==> src/hdl/pip_pkg.sv <==
package pip_pkg;

  localparam int COORD_WIDTH  = 16;
  localparam int MAX_VERTICES = 64;
  localparam int ADDR_WIDTH   = $clog2(MAX_VERTICES);
  localparam int COUNT_WIDTH  = $clog2(MAX_VERTICES + 1);
  localparam int DIFF_WIDTH   = COORD_WIDTH + 1;
  localparam int PROD_WIDTH   = 2 * DIFF_WIDTH;
  localparam int QUEUE_DEPTH  = 4;
  localparam int QPTR_WIDTH   = $clog2(QUEUE_DEPTH);
  localparam int QCNT_WIDTH   = $clog2(QUEUE_DEPTH + 1);

  localparam logic [1:0] OP_CLEAR  = 2'd0;
  localparam logic [1:0] OP_APPEND = 2'd1;
  localparam logic [1:0] OP_QUERY  = 2'd2;

  typedef logic signed [COORD_WIDTH-1:0] coord_t;

  typedef struct packed {
    logic [1:0] op;
    coord_t     coord_x;
    coord_t     coord_y;
  } in_beat_t;

  typedef struct packed {
    logic inside_res;
    logic degenerate;
  } out_beat_t;

  typedef enum logic [1:0] {
    CMD_CLEAR,
    CMD_APPEND,
    CMD_QUERY
  } cmd_kind_t;

  typedef struct packed {
    cmd_kind_t kind;
    coord_t    x;
    coord_t    y;
  } cmd_t;

  typedef struct packed {
    coord_t x;
    coord_t y;
  } vertex_t;

endpackage

==> src/hdl/pip_back.sv <==
module pip_back
  import pip_pkg::*;
(
  input  logic      clk,
  input  logic      rst,
  input  logic      cmd_valid,
  output logic      cmd_ready,
  input  cmd_t      cmd,
  output logic      out_valid,
  input  logic      out_ready,
  output out_beat_t out_data
);

  typedef enum logic [1:0] {
    ST_IDLE,
    ST_WALK,
    ST_RESULT
  } state_t;

  state_t state;

  vertex_t vmem [MAX_VERTICES];
  vertex_t rdata;

  logic [COUNT_WIDTH-1:0] vcount;
  logic [COUNT_WIDTH-1:0] step;
  logic [ADDR_WIDTH-1:0]  rd_addr;
  logic                   issuing;
  logic                   wr_en;
  coord_t                 px;
  coord_t                 py;
  logic                   degen;
  logic                   parity;

  // edge pipeline
  logic    v1, first1;
  vertex_t prev;
  logic    v2, pass2, neg2;
  logic signed [DIFF_WIDTH-1:0] dxp2, dy2, dyp2, dx2;
  logic    v3, pass3, neg3;
  logic signed [PROD_WIDTH-1:0] lhs3, rhs3;

  coord_t ylo, yhi, xhi;
  logic   pass1;
  logic signed [DIFF_WIDTH-1:0] dxp1, dy1, dyp1, dx1;
  logic   cross3;

  assign cmd_ready = (state == ST_IDLE);
  assign wr_en     = (state == ST_IDLE) && cmd_valid && (cmd.kind == CMD_APPEND)
                     && (vcount < COUNT_WIDTH'(MAX_VERTICES));
  assign rd_addr   = (step == vcount) ? '0 : step[ADDR_WIDTH-1:0];

  always_ff @(posedge clk) begin
    if (wr_en) begin
      vmem[vcount[ADDR_WIDTH-1:0]] <= '{x: cmd.x, y: cmd.y};
    end
    if (issuing) begin
      rdata <= vmem[rd_addr];
    end
  end

  // edge from prev (x1,y1) to rdata (x2,y2)
  always_comb begin
    ylo   = (prev.y < rdata.y) ? prev.y : rdata.y;
    yhi   = (prev.y < rdata.y) ? rdata.y : prev.y;
    xhi   = (prev.x < rdata.x) ? rdata.x : prev.x;
    pass1 = (py > ylo) && (py <= yhi) && !(px > xhi);
    dxp1  = DIFF_WIDTH'(px) - DIFF_WIDTH'(prev.x);
    dy1   = DIFF_WIDTH'(rdata.y) - DIFF_WIDTH'(prev.y);
    dyp1  = DIFF_WIDTH'(py) - DIFF_WIDTH'(prev.y);
    dx1   = DIFF_WIDTH'(rdata.x) - DIFF_WIDTH'(prev.x);
    cross3 = neg3 ? (lhs3 >= rhs3) : (lhs3 <= rhs3);
  end

  always_ff @(posedge clk) begin
    if (rst) begin
      state     <= ST_IDLE;
      vcount    <= '0;
      issuing   <= 1'b0;
      v1        <= 1'b0;
      v2        <= 1'b0;
      v3        <= 1'b0;
      out_valid <= 1'b0;
    end else begin
      if (out_valid && out_ready && (state != ST_RESULT)) begin
        out_valid <= 1'b0;
      end

      v1     <= issuing;
      first1 <= issuing && (step == '0);
      if (v1) begin
        prev <= rdata;
      end
      v2    <= v1 && !first1;
      pass2 <= pass1;
      neg2  <= dy1[DIFF_WIDTH-1];
      dxp2  <= dxp1;
      dy2   <= dy1;
      dyp2  <= dyp1;
      dx2   <= dx1;
      v3    <= v2;
      pass3 <= pass2;
      neg3  <= neg2;
      lhs3  <= dxp2 * dy2;
      rhs3  <= dyp2 * dx2;
      if (v3 && pass3 && cross3) begin
        parity <= !parity;
      end

      unique case (state)
        ST_IDLE: begin
          if (cmd_valid) begin
            unique case (cmd.kind)
              CMD_CLEAR: vcount <= '0;
              CMD_APPEND: begin
                if (vcount < COUNT_WIDTH'(MAX_VERTICES)) begin
                  vcount <= vcount + 1'b1;
                end
              end
              CMD_QUERY: begin
                px     <= cmd.x;
                py     <= cmd.y;
                parity <= 1'b0;
                step   <= '0;
                if (vcount < COUNT_WIDTH'(3)) begin
                  degen <= 1'b1;
                  state <= ST_RESULT;
                end else begin
                  degen   <= 1'b0;
                  issuing <= 1'b1;
                  state   <= ST_WALK;
                end
              end
              default: ;
            endcase
          end
        end
        ST_WALK: begin
          if (issuing) begin
            step <= step + 1'b1;
            if (step == vcount) begin
              issuing <= 1'b0;
            end
          end else if (!v1 && !v2 && !v3) begin
            state <= ST_RESULT;
          end
        end
        ST_RESULT: begin
          if (!out_valid || out_ready) begin
            out_valid           <= 1'b1;
            out_data.inside_res <= parity && !degen;
            out_data.degenerate <= degen;
            state               <= ST_IDLE;
          end
        end
        default: state <= ST_IDLE;
      endcase
    end
  end

endmodule

==> config.mk <==
export PLATFORM = sky130hd
export DESIGN_NAME = pip_back
export DESIGN_NICKNAME = d
export VERILOG_FILES = /design/src/hdl/pip_pkg.sv /design/src/hdl/pip_back.sv
export SDC_FILE = /design/constraint.sdc
export NUM_CORES = 2
export LEC_CHECK = 0
export BUFFER_PORTS_ARGS = -buffer_cell sky130_fd_sc_hd__buf_2
export CORE_MARGIN = 2
export CORE_UTILIZATION = 65
export CTS_CLUSTER_SIZE = 10
export DETAILED_ROUTE_END_ITERATION = 8
export PLACE_DENSITY = 0.81
export RECOVER_POWER = 100
export SYNTH_ARGS = -nofsm -noshare
export SYNTH_HDL_FRONTEND = slang
export SYNTH_SLANG_ARGS = --single-unit
==> constraint.sdc <==
create_clock -name clk -period 15.4 [get_ports clk]
set_clock_uncertainty 0.15 [all_clocks]
set_input_delay 1.54 -clock clk [delete_from_list [all_inputs] [get_ports clk]]
set_output_delay 1.54 -clock clk [all_outputs]
set_load 0.01 [all_outputs]
==> flow_metrics.tcl <==
set metrics [dict create \
    status "finished, violations left" \
    violations "capacitance limit, slew limit" \
    vias 77600 \
    multiInputGateArea_sq_um 43300 \
    drt_iter0_drc 11300 \
    final-max-slew-violation-count 4608 \
    fin_total_pwr_mw 19.4 \
    grt_max_degree 189 \
    rr_startpoint "step[0]" \
    viasPerCell 6.79 \
    layout_commonest_cell "edfxtp_1" \
    crit_path_end_kind "register" \
    drc 0 \
    synthArstFlopShare_pct 0 \
    port_buffers 41 \
    insertion_delay_ns 0.95 \
    final.min_clock_period_ns 11.31 \
    worst_setup_path_start_kind "register" \
    maxCapViolations 112 \
    max_slew.worst_pin.slew_ns 4.76 \
    startpoint "step[0]" \
    max_stage_delay_ns 3.36 \
    final_antenna_net_count 0 \
    fmax_mhz 88.4 \
    relSlewSlack_pct -217 \
    nNetsFinal 9967 \
    final_cell_mix "edfxtp_1 (2295), nand2_1 (972), inv_1 (696)" \
    die_w_um 428 \
    hold_path_class "reg2reg" \
    fin_util_pct 71.1 \
    wl_mm 331 \
    fin_crit_sh_pct 73.5 \
    synth_edf_count 2295 \
    syn_nets 9953 \
    yosysTopAreaCellShare_pct 59.0 \
    rows 155 \
    yosysTopAreaCell "edfxtp_1" \
    hold_buffers 0 \
    ctsResizeCount 0 \
    rsz0062_at_grt "false" \
    synth_warnings 0 \
    place_hpwl_mm 193 \
    first_pass_iters 8 \
    power.density_nw_per_um2 153 \
    synth_flop_cell "edfxtp_1" \
    grt_antenna_before_repair 24 \
    cpMostUsedCell "clkbuf_1" \
    cts_setup_buffers 0 \
    syn_avg_cell_area_sq_um 13.0 \
    io_pins 42 \
    overflow 0 \
    cts_tree "built" \
    ys_seq_area_share_pct 59.2 \
    area_growth_syn_to_layout_pct 8.55 \
    clk_pin_slew_ns 0.05 \
    cts_inserted_buffers 285 \
    hold_start "first1" \
    wl_per_cell_um 29.0 \
    cp.arrival_ns 11.74 \
    crit_slowest_cell "clkbuf_1" \
    cts_buffer_depth 4 \
    die_height_um 428 \
    start_util_pct 65.5 \
    synthCells 8998 \
    regArea_sq_um 69200 \
    setup_tns_ns 0 \
    ir_drop_mv 0.295 \
    synth-seq-cells 2309 \
    crit_chain "clkbuf_1 > inv_6 > a21oi_1 > buf_4 > clkbuf_1 > nand2_1 > a31oi_1 > o22ai_1 > o21ai_0 > nor4b_1" \
    root_buffer "clkbuf_16" \
    grt_use_total_pct 36.2 \
    dieArea_sq_um 183000 \
    h-tree-depth 5 \
    core_area_sq_um 178000 \
    drive_above_1_share_pct 6.63 \
    leakagePower_nw 46.3 \
    hold_viol 0 \
    synth_area_leaders "edfxtp_1 (59%), fa_1 (10%), ha_1 (3.4%), nand2_1 (3.1%), and2_1 (2.4%)" \
    yosysUniqueCellTypes 86 \
    gp_congestion 0.931 \
    fillers 11400 \
    grt_pass1_vias 79500 \
    required_ns 15.83 \
    critPathMaxFanout 88 \
    synth_area_sq_um 117000 \
    grt_first_pass_wirelength_mm 490 \
    numClockSinks 2309 \
    setup_viol 0 \
    setup.worst_path.class "reg2reg" \
]
-- logic make-up (layout without fill, tap and decap cells) --
kind of cell,Yosys count,after routing,share of synthesized area (%)
flip-flops,2309,2309,59.2
other,0,10,0
adder cells (fa/ha/maj),917,917,13.7
multiplexers,312,312,2.78
buffers and inverters,1180,1246,4.08
AND/OR/NAND/NOR,2524,2524,9.97
AO/OA/AOI/OAI,1627,1627,9.29
XOR/XNOR,129,129,0.993
-- sequential cells by signal (all words and copies together), names as in the netlist, 17 cells and up --
register	count
rhs3	34
dyp2	17
lhs3	34
prev	32
vmem	2048
rdata	32
dxp2	17
dx2	17
-- area by class of cell --
cell class | count | area share (%)
Antenna cell | 10 | 0.0197
Clock buffer | 319 | 5.79
Clock inverter | 20 | 0.172
Inverter | 698 | 2.07
Multi-Input combinational cell | 5509 | 34.1
Sequential cell | 2309 | 54.6
Tap cell | 2355 | 2.32
Timing Repair Buffer | 209 | 0.930
-- routing by layer --
layer	GRT usage, %	wire (um)	vias to the layer above
li1	-	-	32400
met2	57.9	155000	5551
met1	44.0	109000	38200
met5	0	134	-
met3	8.34	40600	1350
met4	25.0	26600	20
-- where the power goes --
part           switching, mW  internal [mW]
Clock                   2.37           3.36
Combinational           3.73           2.47
Sequential            0.0920           7.34
Total                   6.19           13.2
-- cells in the mapped netlist, drive strengths merged, types with 233 or more instances --
library cell,n
fa,596
ha,321
clkbuf,233
nor2,583
inv,697
edfxtp,2295
a211oi,329
o21ai,251
a21oi,298
and2,442
buf,249
nand2,974
-- path summary, 6_finish.rpt --
path,slack [ns],cells past startpoint,to
max,4.09,10,rdata[30]
min,0.25,1,v2
max reg2reg,4.09,10,rdata[30]
min reg2reg,0.25,1,v2
-- critical path, delay by kind of cell (launching register included) --
kind	cells	cell delay, ns
buffers and inverters	4	6.97
AO/OA/AOI/OAI	4	1.73
flip-flops	1	0.81
AND/OR/NAND/NOR	2	1.08
-- per-stage QoR --
step | instances | setup slack (ns) | hold WS, ns | cell area, sq um
2_1_floorplan | 8998 | 8.82 | 0.234 | 117000
3_3_place_gp | 11100 | 8.34 | 0.258 | 120000
3_5_place_dp | 11100 | 8.28 | 0.259 | 120000
5_1_grt | 11400 | 4.00 | 0.260 | 127000
4_1_cts | 11400 | 8.24 | 0.247 | 127000
6_report | 11400 | 4.09 | 0.246 | 127000
No activity file was read; power rests on OpenSTA's default activity.
